## config.mk

```make
export PLATFORM = sky130hd
export DESIGN_NAME = serial_command_xy_stepper_positioner_unit_flat
export DESIGN_NICKNAME = d
export VERILOG_FILES = /design/src/rtl/scxy_pkg.sv /design/src/rtl/scxy_in_if.sv /design/src/rtl/scxy_out_if.sv /design/src/rtl/serial_command_xy_stepper_positioner_unit.sv /design/src/rtl/scxy_front.sv /design/src/rtl/scxy_queue.sv /design/src/rtl/scxy_back.sv /design/src/flat_wrapper.sv
export SDC_FILE = /design/constraint.sdc
export NUM_CORES = 1
export LEC_CHECK = 0
export BUFFER_PORTS_ARGS = -buffer_cell sky130_fd_sc_hd__buf_2
export CORE_UTILIZATION = 55
export DETAILED_ROUTE_END_ITERATION = 8
export PLACE_DENSITY = 0.69
export SLEW_MARGIN = 25
export SYNTH_ARGS = -nofsm -noshare
export SYNTH_HDL_FRONTEND = slang
export SYNTH_SLANG_ARGS = --single-unit
```

## constraint.sdc

```tcl
create_clock -name clk -period 4.5 [get_ports clk]
set_clock_uncertainty 0.05 [all_clocks]
set_input_delay 0.45 -clock clk [delete_from_list [all_inputs] [get_ports clk]]
set_output_delay 0.45 -clock clk [all_outputs]
set_load 0.01 [all_outputs]
```

## src/rtl/scxy_pkg.sv

```systemverilog
`timescale 1ns / 1ps
// Shared types, constants and helpers of the serial XY stepper positioner.
// No dependencies; the files that use it refer to it by scoped names.
package scxy_pkg;

  localparam int PosBits = 16;   // stored width of positions and goals
  localparam int QDepth  = 2;    // entries in the front-to-back queue

  localparam logic [7:0] SyncByte = 8'hFF;
  localparam logic [7:0] ByteFF   = 8'hFF;

  // Frame byte counter codes: idle, data bytes 1..5 (command + 4 data), escape.
  localparam logic [2:0] FcIdle  = 3'd0;
  localparam logic [2:0] FcFirst = 3'd1;
  localparam logic [2:0] FcEsc   = 3'd6;

  localparam logic [7:0] CmdMagnetOn = 8'd1;

  typedef enum logic [1:0] {
    OP_RX_BYTE = 2'd0,
    OP_X_TICK  = 2'd1,
    OP_Y_TICK  = 2'd2,
    OP_UNUSED  = 2'd3
  } scxy_op_t;

  typedef enum logic [2:0] {
    BEAT_SYNC   = 3'd0,
    BEAT_MAGNET = 3'd1,
    BEAT_X_HI   = 3'd2,
    BEAT_X_LO   = 3'd3,
    BEAT_Y_HI   = 3'd4,
    BEAT_Y_LO   = 3'd5,
    BEAT_ESC    = 3'd6
  } scxy_beat_t;

  // One queued item outcome: status after the item, and whether it ends a move.
  typedef struct packed {
    logic        magnet_on;
    logic        moving;
    logic        x_run;
    logic        y_run;
    logic        x_dir;
    logic        y_dir;
    logic [15:0] x_pos;
    logic [15:0] y_pos;
    logic        report;
  } scxy_desc_t;

  function automatic logic [15:0] pos_to_u16(input logic [PosBits-1:0] p);
    logic [PosBits+15:0] w;
    w = {16'd0, p};
    return w[15:0];
  endfunction

  function automatic logic [PosBits-1:0] goal_from_u16(input logic [15:0] v);
    logic [PosBits+15:0] w;
    w = {{PosBits{1'b0}}, v};
    return w[PosBits-1:0];
  endfunction

endpackage

```

## src/rtl/scxy_in_if.sv

```systemverilog
`timescale 1ns / 1ps
// Input channel: opcode plus received serial byte, valid/ready transfer.
// Depends on nothing.
interface scxy_in_if;
  logic       valid;
  logic       ready;
  logic [1:0] opcode;
  logic [7:0] rx_byte;

  modport source (output valid, output opcode, output rx_byte, input ready);
  modport sink   (input valid, input opcode, input rx_byte, output ready);
endinterface

```

## src/rtl/scxy_out_if.sv

```systemverilog
`timescale 1ns / 1ps
// Result channel: status fields and report byte, valid/ready transfer.
// Depends on nothing.
interface scxy_out_if;
  logic        valid;
  logic        ready;
  logic        magnet_on;
  logic        moving;
  logic        x_run;
  logic        y_run;
  logic        x_dir;
  logic        y_dir;
  logic [15:0] x_pos;
  logic [15:0] y_pos;
  logic        tx_valid;
  logic [7:0]  tx_byte;
  logic        last;

  modport source (output valid, output magnet_on, output moving, output x_run, output y_run,
                  output x_dir, output y_dir, output x_pos, output y_pos, output tx_valid,
                  output tx_byte, output last, input ready);
  modport sink   (input valid, input magnet_on, input moving, input x_run, input y_run,
                  input x_dir, input y_dir, input x_pos, input y_pos, input tx_valid,
                  input tx_byte, input last, output ready);
endinterface

```

## src/rtl/serial_command_xy_stepper_positioner_unit.sv

```systemverilog
`timescale 1ns / 1ps
// Serial-commanded XY stepper positioner. Each input transfer is a received serial
// byte or a step tick for one axis, and the front part handles it as it is accepted:
// it assembles 7-byte frames (sync 255, command, four data bytes, escape), executes
// commands 0/1 (magnet off/on, new X/Y targets) and steps a running axis on its tick.
// Outcomes pass through a two-entry queue to the back part, which emits one status
// result per item, or seven report transfers (sync, magnet, X hi/lo, Y hi/lo, escape)
// for an item that completes a move. Input is accepted every cycle while the queue has
// room; the result port sets the pace, since an item leaves on its last transfer.
// Depends on scxy_pkg, scxy_in_if, scxy_out_if, scxy_front, scxy_queue, scxy_back.
module serial_command_xy_stepper_positioner_unit (
  input  logic       clk,
  input  logic       rst,
  scxy_in_if.sink    item,
  scxy_out_if.source result
);

  logic                 q_ready;
  logic                 push;
  logic                 pop;
  logic                 head_valid;
  scxy_pkg::scxy_desc_t pdesc;
  scxy_pkg::scxy_desc_t head_data;

  // Front: parse, execute, step; hold off input when the queue is full.
  scxy_front u_front (
    .clk     (clk),
    .rst     (rst),
    .item    (item),
    .q_ready (q_ready),
    .push    (push),
    .pdesc   (pdesc)
  );

  // Queue: decouple execution from result delivery.
  scxy_queue u_queue (
    .clk        (clk),
    .rst        (rst),
    .push       (push),
    .push_data  (pdesc),
    .q_ready    (q_ready),
    .pop        (pop),
    .head_valid (head_valid),
    .head_data  (head_data)
  );

  // Back: serialise each outcome as a status result or an escaped report.
  scxy_back u_back (
    .clk        (clk),
    .rst        (rst),
    .head_valid (head_valid),
    .head_data  (head_data),
    .pop        (pop),
    .result     (result)
  );

endmodule

```

## src/rtl/scxy_front.sv

```systemverilog
`timescale 1ns / 1ps
// Front part: frame parser, command execution and axis stepping, one item a cycle
// while the queue has room. Depends on scxy_pkg and scxy_in_if.
module scxy_front (
  input  logic                 clk,
  input  logic                 rst,
  scxy_in_if.sink              item,
  input  logic                 q_ready,
  output logic                 push,
  output scxy_pkg::scxy_desc_t pdesc
);

  logic [2:0] frame_count, frame_count_next;
  logic [7:0] frame_bytes [5];
  logic       fb_we;
  logic       magnet_state, magnet_state_next;
  logic       move_active, move_active_next;
  logic       x_running, x_running_next, y_running, y_running_next;
  logic       x_direction, x_direction_next, y_direction, y_direction_next;
  logic [scxy_pkg::PosBits-1:0] x_position, x_position_next, y_position, y_position_next;
  logic [scxy_pkg::PosBits-1:0] x_goal, x_goal_next, y_goal, y_goal_next;
  logic       x_at_goal, x_at_goal_next, y_at_goal, y_at_goal_next;
  logic       report;
  logic [7:0] d0, d1, d2, d3;
  logic [scxy_pkg::PosBits-1:0] x_cand, y_cand;

  assign item.ready = q_ready;
  assign push       = item.valid & q_ready;

  // Data bytes with escape applied; escape bits 3..0 force bytes 1..4 to all ones.
  assign d0 = item.rx_byte[3] ? scxy_pkg::ByteFF : frame_bytes[1];
  assign d1 = item.rx_byte[2] ? scxy_pkg::ByteFF : frame_bytes[2];
  assign d2 = item.rx_byte[1] ? scxy_pkg::ByteFF : frame_bytes[3];
  assign d3 = item.rx_byte[0] ? scxy_pkg::ByteFF : frame_bytes[4];
  assign x_cand = scxy_pkg::goal_from_u16({d0, d1});
  assign y_cand = scxy_pkg::goal_from_u16({d2, d3});

  always_comb begin
    frame_count_next = frame_count;
    fb_we            = 1'b0;
    magnet_state_next = magnet_state;
    move_active_next = move_active;
    x_running_next   = x_running;
    y_running_next   = y_running;
    x_direction_next = x_direction;
    y_direction_next = y_direction;
    x_position_next  = x_position;
    y_position_next  = y_position;
    x_goal_next      = x_goal;
    y_goal_next      = y_goal;
    x_at_goal_next   = x_at_goal;
    y_at_goal_next   = y_at_goal;
    report           = 1'b0;
    if (push) begin
      unique case (scxy_pkg::scxy_op_t'(item.opcode))
        scxy_pkg::OP_RX_BYTE: begin
          if (frame_count == scxy_pkg::FcIdle) begin
            if (item.rx_byte == scxy_pkg::SyncByte) frame_count_next = scxy_pkg::FcFirst;
          end else if (frame_count < scxy_pkg::FcEsc) begin
            fb_we            = 1'b1;
            frame_count_next = frame_count + 3'd1;
          end else begin
            frame_count_next = scxy_pkg::FcIdle;
            if (frame_bytes[0] <= scxy_pkg::CmdMagnetOn) begin
              magnet_state_next = frame_bytes[0][0];
              x_goal_next       = x_cand;
              y_goal_next       = y_cand;
              move_active_next  = 1'b1;
              x_at_goal_next    = (x_cand == x_position);
              y_at_goal_next    = (y_cand == y_position);
              if (x_cand != x_position) x_running_next = 1'b1;
              if (y_cand != y_position) y_running_next = 1'b1;
            end
          end
        end
        scxy_pkg::OP_X_TICK: begin
          if (x_running && move_active) begin
            x_at_goal_next = (x_goal == x_position);
            if (x_goal == x_position) begin
              x_running_next = 1'b0;
            end else if (x_goal > x_position) begin
              x_position_next  = x_position + 1'b1;
              x_direction_next = 1'b1;
            end else begin
              x_position_next  = x_position - 1'b1;
              x_direction_next = 1'b0;
            end
          end
        end
        scxy_pkg::OP_Y_TICK: begin
          if (y_running && move_active) begin
            y_at_goal_next = (y_goal == y_position);
            if (y_goal == y_position) begin
              y_running_next = 1'b0;
            end else if (y_goal > y_position) begin
              y_position_next  = y_position + 1'b1;
              y_direction_next = 1'b1;
            end else begin
              y_position_next  = y_position - 1'b1;
              y_direction_next = 1'b0;
            end
          end
        end
        default: ;
      endcase
      // End of move: stop both axes and ask the back part for a report.
      if (move_active_next && x_at_goal_next && y_at_goal_next) begin
        report           = 1'b1;
        move_active_next = 1'b0;
        x_running_next   = 1'b0;
        y_running_next   = 1'b0;
      end
    end
  end

  always_comb begin
    pdesc.magnet_on = magnet_state_next;
    pdesc.moving    = move_active_next;
    pdesc.x_run     = x_running_next;
    pdesc.y_run     = y_running_next;
    pdesc.x_dir     = x_direction_next;
    pdesc.y_dir     = y_direction_next;
    pdesc.x_pos     = scxy_pkg::pos_to_u16(x_position_next);
    pdesc.y_pos     = scxy_pkg::pos_to_u16(y_position_next);
    pdesc.report    = report;
  end

  always_ff @(posedge clk) begin
    if (fb_we) frame_bytes[frame_count - 3'd1] <= item.rx_byte;
  end

  always_ff @(posedge clk) begin
    if (rst) begin
      frame_count  <= scxy_pkg::FcIdle;
      magnet_state <= 1'b0;
      move_active  <= 1'b0;
      x_running    <= 1'b0;
      y_running    <= 1'b0;
      x_direction  <= 1'b0;
      y_direction  <= 1'b0;
      x_position   <= '0;
      y_position   <= '0;
      x_goal       <= '0;
      y_goal       <= '0;
      x_at_goal    <= 1'b1;
      y_at_goal    <= 1'b1;
    end else begin
      frame_count  <= frame_count_next;
      magnet_state <= magnet_state_next;
      move_active  <= move_active_next;
      x_running    <= x_running_next;
      y_running    <= y_running_next;
      x_direction  <= x_direction_next;
      y_direction  <= y_direction_next;
      x_position   <= x_position_next;
      y_position   <= y_position_next;
      x_goal       <= x_goal_next;
      y_goal       <= y_goal_next;
      x_at_goal    <= x_at_goal_next;
      y_at_goal    <= y_at_goal_next;
    end
  end

  a_report_ends_move: assert property (@(posedge clk) disable iff (rst)
    (push && pdesc.report) |=> (!move_active && !x_running && !y_running))
    else $error("report issued but move state not cleared");

endmodule

```

## src/rtl/scxy_queue.sv

```systemverilog
`timescale 1ns / 1ps
// Short queue between front and back parts, holding item outcomes.
// Depends on scxy_pkg.
module scxy_queue (
  input  logic                 clk,
  input  logic                 rst,
  input  logic                 push,
  input  scxy_pkg::scxy_desc_t push_data,
  output logic                 q_ready,
  input  logic                 pop,
  output logic                 head_valid,
  output scxy_pkg::scxy_desc_t head_data
);

  localparam int PtrBits = (scxy_pkg::QDepth > 1) ? $clog2(scxy_pkg::QDepth) : 1;
  localparam int CntBits = $clog2(scxy_pkg::QDepth + 1);

  scxy_pkg::scxy_desc_t entries [scxy_pkg::QDepth];
  logic [PtrBits-1:0] wr_ptr, rd_ptr;
  logic [CntBits-1:0] count;

  assign q_ready    = (count != CntBits'(scxy_pkg::QDepth));
  assign head_valid = (count != '0);
  assign head_data  = entries[rd_ptr];

  always_ff @(posedge clk) begin
    if (push) entries[wr_ptr] <= push_data;
  end

  always_ff @(posedge clk) begin
    if (rst) begin
      wr_ptr <= '0;
      rd_ptr <= '0;
      count  <= '0;
    end else begin
      if (push) wr_ptr <= (wr_ptr == PtrBits'(scxy_pkg::QDepth - 1)) ? '0 : wr_ptr + 1'b1;
      if (pop)  rd_ptr <= (rd_ptr == PtrBits'(scxy_pkg::QDepth - 1)) ? '0 : rd_ptr + 1'b1;
      if (push && !pop)      count <= count + 1'b1;
      else if (!push && pop) count <= count - 1'b1;
    end
  end

  a_fill_up: assert property (@(posedge clk) disable iff (rst)
    (push && !pop) |=> (count == $past(count) + 1'b1))
    else $error("queue count did not advance on push");

  a_pop_nonempty: assert property (@(posedge clk) disable iff (rst)
    pop |-> (count != '0))
    else $error("pop from empty queue");

endmodule

```

## src/rtl/scxy_back.sv

```systemverilog
`timescale 1ns / 1ps
// Back part: turns each queued outcome into a status result or a 7-byte report.
// Depends on scxy_pkg and scxy_out_if.
module scxy_back (
  input  logic                 clk,
  input  logic                 rst,
  input  logic                 head_valid,
  input  scxy_pkg::scxy_desc_t head_data,
  output logic                 pop,
  scxy_out_if.source           result
);

  scxy_pkg::scxy_beat_t beat;
  logic       last_beat;
  logic [7:0] xh, xl, yh, yl;
  logic [7:0] esc;
  logic [7:0] rbyte;

  assign xh = head_data.x_pos[15:8];
  assign xl = head_data.x_pos[7:0];
  assign yh = head_data.y_pos[15:8];
  assign yl = head_data.y_pos[7:0];
  assign esc = {4'd0, xh == scxy_pkg::ByteFF, xl == scxy_pkg::ByteFF,
                yh == scxy_pkg::ByteFF, yl == scxy_pkg::ByteFF};

  always_comb begin
    unique case (beat)
      scxy_pkg::BEAT_SYNC:   rbyte = scxy_pkg::SyncByte;
      scxy_pkg::BEAT_MAGNET: rbyte = {7'd0, head_data.magnet_on};
      scxy_pkg::BEAT_X_HI:   rbyte = esc[3] ? 8'd0 : xh;
      scxy_pkg::BEAT_X_LO:   rbyte = esc[2] ? 8'd0 : xl;
      scxy_pkg::BEAT_Y_HI:   rbyte = esc[1] ? 8'd0 : yh;
      scxy_pkg::BEAT_Y_LO:   rbyte = esc[0] ? 8'd0 : yl;
      scxy_pkg::BEAT_ESC:    rbyte = esc;
      default:               rbyte = 8'd0;
    endcase
  end

  assign last_beat = !head_data.report || (beat == scxy_pkg::BEAT_ESC);
  assign pop       = head_valid && result.ready && last_beat;

  assign result.valid     = head_valid;
  assign result.magnet_on = head_data.magnet_on;
  assign result.moving    = head_data.moving;
  assign result.x_run     = head_data.x_run;
  assign result.y_run     = head_data.y_run;
  assign result.x_dir     = head_data.x_dir;
  assign result.y_dir     = head_data.y_dir;
  assign result.x_pos     = head_data.x_pos;
  assign result.y_pos     = head_data.y_pos;
  assign result.tx_valid  = head_data.report;
  assign result.tx_byte   = head_data.report ? rbyte : 8'd0;
  assign result.last      = last_beat;

  always_ff @(posedge clk) begin
    if (rst) begin
      beat <= scxy_pkg::BEAT_SYNC;
    end else if (head_valid && result.ready) begin
      beat <= last_beat ? scxy_pkg::BEAT_SYNC : scxy_pkg::scxy_beat_t'(3'(beat) + 3'd1);
    end
  end

  a_beat_step: assert property (@(posedge clk) disable iff (rst)
    (result.valid && result.ready && !result.last) |=> (3'(beat) == 3'($past(beat)) + 3'd1))
    else $error("report beat did not advance");

  a_beat_hold: assert property (@(posedge clk) disable iff (rst)
    (result.valid && !result.ready) |=> (beat == $past(beat)))
    else $error("report beat moved while stalled");

endmodule
```

## src/flat_wrapper.sv

```systemverilog
// flat-port wrapper written by rule: the top's interface ports become plain ports
module serial_command_xy_stepper_positioner_unit_flat 
  (clk, rst, item_valid, item_opcode, item_rx_byte, item_ready, result_valid, result_magnet_on, result_moving, result_x_run, result_y_run, result_x_dir, result_y_dir, result_x_pos, result_y_pos, result_tx_valid, result_tx_byte, result_last, result_ready);
  scxy_in_if item_i ();
  scxy_out_if result_i ();
  input  logic clk;
  input  logic rst;
  input wire logic [$bits(item_i.valid)-1:0] item_valid;
  input wire logic [$bits(item_i.opcode)-1:0] item_opcode;
  input wire logic [$bits(item_i.rx_byte)-1:0] item_rx_byte;
  output wire logic [$bits(item_i.ready)-1:0] item_ready;
  output wire logic [$bits(result_i.valid)-1:0] result_valid;
  output wire logic [$bits(result_i.magnet_on)-1:0] result_magnet_on;
  output wire logic [$bits(result_i.moving)-1:0] result_moving;
  output wire logic [$bits(result_i.x_run)-1:0] result_x_run;
  output wire logic [$bits(result_i.y_run)-1:0] result_y_run;
  output wire logic [$bits(result_i.x_dir)-1:0] result_x_dir;
  output wire logic [$bits(result_i.y_dir)-1:0] result_y_dir;
  output wire logic [$bits(result_i.x_pos)-1:0] result_x_pos;
  output wire logic [$bits(result_i.y_pos)-1:0] result_y_pos;
  output wire logic [$bits(result_i.tx_valid)-1:0] result_tx_valid;
  output wire logic [$bits(result_i.tx_byte)-1:0] result_tx_byte;
  output wire logic [$bits(result_i.last)-1:0] result_last;
  input wire logic [$bits(result_i.ready)-1:0] result_ready;
  assign item_i.valid = item_valid;
  assign item_i.opcode = item_opcode;
  assign item_i.rx_byte = item_rx_byte;
  assign item_ready = item_i.ready;
  assign result_valid = result_i.valid;
  assign result_magnet_on = result_i.magnet_on;
  assign result_moving = result_i.moving;
  assign result_x_run = result_i.x_run;
  assign result_y_run = result_i.y_run;
  assign result_x_dir = result_i.x_dir;
  assign result_y_dir = result_i.y_dir;
  assign result_x_pos = result_i.x_pos;
  assign result_y_pos = result_i.y_pos;
  assign result_tx_valid = result_i.tx_valid;
  assign result_tx_byte = result_i.tx_byte;
  assign result_last = result_i.last;
  assign result_i.ready = result_ready;
  serial_command_xy_stepper_positioner_unit u_core (.clk(clk), .rst(rst), .item(item_i), .result(result_i));
endmodule
```

# Word level (Yosys, flattened, before mapping)
# Memories as Yosys holds them, arrays and structs flattened. A register that Yosys moved wholly into a read port is not among the register bits.
# Index checks and enable logic that the tools add are counted.
[op_classes]
eq_ne = 21
mux = 92
n_lt_le_gt_ge = 4
bitwise = 3
div = 0
reduce_logical = 19
shifts = 0
mul = 0
n_addsub = 11
[op_table]
columns = ["operator", "n"]
rows = [
  ["two-way mux 16 bit", 10],
  ["two-way mux 8 bit", 9],
  ["equality test 16 bit", 4],
  ["two-way mux 1 bit", 62],
  ["one-hot mux 8 bit (7 select lines)", 1],
  ["equality test 8 bit, second input constant", 5],
  ["adder 16 x 1 -> 16 bit, second input constant", 2],
  ["greater-than comparator 16 bit", 2],
  ["!= test 16 bit", 2],
  ["subtractor 16 x 1 -> 16 bit, second input constant", 2],
  ["two-way mux 3 bit", 4],
  ["equality test 3 bit, second input constant", 3],
  ["<= comparator 8 x 1 -> 1 bit, second input constant", 1],
  ["logical AND 1 bit", 8],
  ["one-hot mux 1 bit (2 select lines)", 4],
  ["adder 3 x 1 -> 3 bit, second input constant", 2],
  ["equality test 3 x 2 -> 1 bit, second input constant", 2],
  ["logical NOT 3 bit", 2],
  ["AND reduction 5 bit", 1],
  ["two-way mux 2 bit", 2],
  ["nonzero test 2 bit", 2],
  ["equality test 3 x 1 -> 1 bit, second input constant", 1],
  ["logical NOT 1 bit", 3],
  ["< comparator 3 bit, second input constant", 1],
  ["13 further kinds", 15],
]
[totals]
ramBits = 118
latchBits = 0
rom_bits = 0
mem_count = 2
regBits = 82
out_inout_bits = 50
elab_cells = 169
inputBits = 14
[memory_table]
columns = ["memory", "words", "word_bits", "rd", "rd_clocked_by_memory_dff", "wr", "line", "text"]
rows = [
  ["u_core.u_queue.entries", 2, 39, 1, 1, 1, "scxy_queue.sv:18", "scxy_pkg::scxy_desc_t entries [scxy_pkg::QDepth];"],
  ["u_core.u_front.frame_bytes", 5, 8, 5, 0, 1, "scxy_front.sv:14", "logic [7:0] frame_bytes [5];"],
]

# Depth between registers and ports, before layout
# An unclocked memory read counts as a cell.
[logic_depth]
depth_word = 12
mapped_depth = 17
depth_no_buf = 16

# Hierarchy
# From an unflattened synthesis, not the netlist that was laid out.
[unflattened]
cells_unflattened = 1084
area_unflattened_um2 = 11223.3
[by_module_without_submodules]
columns = ["module", "n_inst", "seq_area_each_um2", "cells_per_inst", "area_each_um2"]
rows = [
  ["scxy_front", 1, 2702.6, 816, 7282.0],
  ["scxy_queue", 1, 2442.3, 143, 3017.9],
  ["scxy_back", 1, 60.1, 125, 923.4],
]

# Worst setup path before layout
# OpenSTA, ideal clock, no wires.
[synth_timing]
path_kind = "register -> register"
start = "register u_core.u_front.x_position[11] (netlist bit)"
end = "memory u_core.u_queue.entries[0][32] (netlist bit), data pin"
period_less_slack_ns = 3.955
required_time_ns = 4.314
stages_incl_launch_ff = 18
arrival_ns = 3.768
setup_time_ns = 0.136
setup_slack_ns = 0.545
path_buffers = 1
cell_sequence = "dfxtp_1 inv_1 ha_1 a21oi_1 o21ai_1 a2111oi_0 a211o_1 nand2_1 nand2_1 ha_1 clkbuf_1 a21o_1 a21o_1 a211o_1 o21ai_1 nor3b_1 or4_1 nand2_1"
[synth_rtl]
columns = ["element", "line", "text"]
rows = [
  ["start: declaration", "scxy_front.sv:20", "logic [scxy_pkg::PosBits-1:0] x_position, x_position_next, y_position, y_position_next;"],
  ["start signal: assignment", "scxy_front.sv:155", "x_position <= x_position_next;"],
  ["end: declaration", "scxy_queue.sv:18", ""],
]

==> results.ini <==
[finish]
diodes=0
stdcell_count=1433
nets=1239
syn2layout_area_growth_pct=13.3
drive_above_1_share=0.148
postLayoutCellArea_um2=12300

[sta]
fin_hold_ws_ps=203
setup_viol=0
slew-limit-headroom=0.391
post-route-min-period_ps=4210
drv_slew=0
fmax_mhz=238
rsz0062_at_grt=no
fin_ws_ps=293
fin_crit_sh=0.935
hold_viol=0
worst_pin_slew_ps=914
tns_ps=0

[global_routing]
antenna_found_initial=0
grt_pass1_wl_um=40400
grt_use_total=0.255
grt_start_max_net_pins=44
grt_pass1_vias=7806
grt.overflow.total=0

[synthesis]
ys_ff_latch=201
synthFlopType=edfxtp_1
netlist_area_um2=10900
synth.distinct_cells=66
postSynthCellCount=1086
synth_top_area_share=0.325
ys_seq_area_frac=0.478
ys_warn_count=0
synth_area_leaders=edfxtp_1, dfxtp_1, ha_1
synth-edff-count=118
syn_avg_cell_area_um2=10.0
synth_nets=1171
yosysTopAreaCell=edfxtp_1
async_reset_ff_frac=0

[placement]
portBuffers=63
dpl.hpwl_um=19300
dp_cells=1396
placed_area_um2=11600
dpl_worst_slack_ps=202
gp_congestion=0.950

[setup_path]
cp-endpoint=u_core.u_queue.entries[0][32]
startpoint=u_core.u_front.x_position[9]
critPathArrivalTime_ps=4510
crit_type=reg2reg
start_kind=register
r2r-start=u_core.u_front.x_position[9]
worstPathRequired_ps=4800
reg2reg_slack_ps=290
crit_path_end_kind=register
crit_fanout=11
rr_worst_depth=16
reg2reg_to=u_core.u_queue.entries[0][32]

[cts]
cts_setup_buffers=0
cts_buffer_depth=3
clock_latency_ps=490
cts.sinks=201
clkTransAtPathRegs_ps=60
cts_max_level=1
numCtsBuffers=21
cts_tree=yes
clockRootBuffer=clkbuf_16

[drt]
drtIter0Drc=534
routed_wl_um=25700
wire_per_inst_um=18.0
vias=8406
drtPass1Iterations=7
drc=0
avgViaCountPerCell=5.87
antenna_left=0

[floorplan]
coreArea_um2=19500
ioPinCount=64
initial_utilization=0.560
die_h_um=143
die_area_um2=20400
die_w_um=143
rows=51

[run]
maxCapViolations=0

[status]
outcome=finished, final reports clean

[power_and_ir_drop]
p_leak_nw=4.74
max-vdd-ir-drop_uv=250
p_per_area_nw_per_um2=401

[hold_path]
hp-class=in2reg
min-delay-start=item_rx_byte[6]

[metal layers]
metal | vias to the layer above | global-route usage | share of wire
li1 | 4197 | - | -
met1 | 3941 | 0.372 | 0.49
met2 | 224 | 0.400 | 0.43
met3 | 44 | 0.0332 | 0.057
met4 | 0 | 0.0640 | 0.021
met5 | - | 0 | 0
[Yosys cell counts, types with 8 or more instances]
cell type / instances
mux2_2: 34
a21o_1: 15
a32oi_1: 10
inv_1: 50
ha_1: 69
nor2_1: 109
edfxtp_1: 118
o21ai_0: 24
nand3_1: 25
a211oi_1: 41
o22ai_1: 8
buf_2: 11
clkbuf_1: 26
nand2_1: 70
dfxtp_1: 83
or3_1: 20
nor3_1: 25
a31oi_1: 14
or4_1: 13
nand4_1: 28
xor2_1: 22
xnor2_1: 21
o21ai_1: 29
nor2b_1: 41
a21oi_1: 70
[stage by stage]
stage                      util  power, mW
after floorplan               -       2.79
after global placement    0.594       3.12
after detailed placement  0.596       3.15
after CTS                 0.634       4.98
after global routing      0.634       5.15
final                     0.634       4.95
[report_power, final]
| part | internal, mW | leakage, nW | total (mW) | switching, mW |
|---|---|---|---|---|
| Combinational | 0.373 | 2.59 | 0.893 | 0.520 |
| Clock | 1.14 | 0.365 | 1.83 | 0.688 |
| Sequential | 2.11 | 1.78 | 2.22 | 0.113 |
[cell families after synthesis]
group | count (synthesis) | synth area share
adder cells (fa/ha/maj) | 71 | 0.0829
buffers and inverters | 93 | 0.0340
XOR/XNOR | 43 | 0.0346
AO/OA/AOI/OAI | 259 | 0.153
multiplexers | 40 | 0.0408
flip-flops | 201 | 0.478
AND/OR/NAND/NOR | 379 | 0.177
[what timing repair did]
item,CTS,global route
endpoints found under the hold margin,0,0
setup endpoints to repair,0,14
hold buffers,0,0
resized for setup,0,3
[sequential cells by signal, summed over array words and instances, names as in the netlist, 2 cells and up, named ones only]
name,flops
u_core.u_front.x_position,16
u_core.u_queue.count,2
u_core.u_queue.entries,78
u_core.u_front.x_goal,16
u_core.u_front.frame_bytes,40
u_core.u_front.frame_count,3
u_core.u_front.y_goal,16
u_core.u_front.y_position,16
u_core.u_back.beat,3
[worst max-delay path, stage by stage, from the launching register on]
cell and delay (ps):
dfxtp_1 410, inv_1 90, ha_1 310, a21oi_1 150, o21ai_1 110, a2111oi_1 420
a211o_1 270, nand2_1 80, nand2_2 230, ha_1 290, a211oi_1 290, o21bai_1 150
a211o_1 350, o21ai_1 180, nor3b_1 80, or4_1 500, nand2_1 100
[worst min path at each step]
stage	slack (ps)	end	depth (start not counted)
2_1_floorplan	390	u_core.u_front.y_direction	2
3_3_place_gp	410	u_core.u_front.y_direction	2
3_5_place_dp	410	u_core.u_front.y_direction	2
4_1_cts	190	u_core.u_front.frame_bytes[3][6]	1
5_1_grt	190	u_core.u_front.frame_bytes[4][6]	1
6_report	200	u_core.u_front.frame_bytes[0][6]	1
[cell usage in the layout (no fill, tap or decap), types with 5 or more instances in the layout]
cell type / instances
o31ai_1: 5
dfxtp_1: 82
inv_1: 50
a22oi_1: 7
nor2b_1: 41
clkbuf_16: 21
a21o_1: 15
o211ai_1: 5
a21oi_1: 70
nor2_1: 108
ha_1: 69
a32oi_1: 10
edfxtp_1: 118
and3_1: 6
o22ai_1: 8
buf_4: 23
nand2b_1: 5
mux2_2: 34
nand4_1: 28
a211oi_1: 41
or4_1: 13
xor2_1: 22
o21ai_1: 29
o21bai_1: 5
nor3_1: 24
o21ai_0: 24
a31oi_1: 14
nand2_1: 69
mux2i_1: 5
xnor2_1: 21
and2_1: 5
or3_1: 20
buf_2: 63
nand3_1: 25
[final cells by class]
cell class                      count  area [um2]
Inverter                           51         191
Multi-Input combinational cell    792        5360
Tap cell                          265         332
Clock buffer                       27         578
Fill cell                        1555        7120
Timing Repair Buffer               87         515
Clock inverter                     10         161
Sequential cell                   201        5210
No activity file was read; power rests on OpenSTA's default activity.
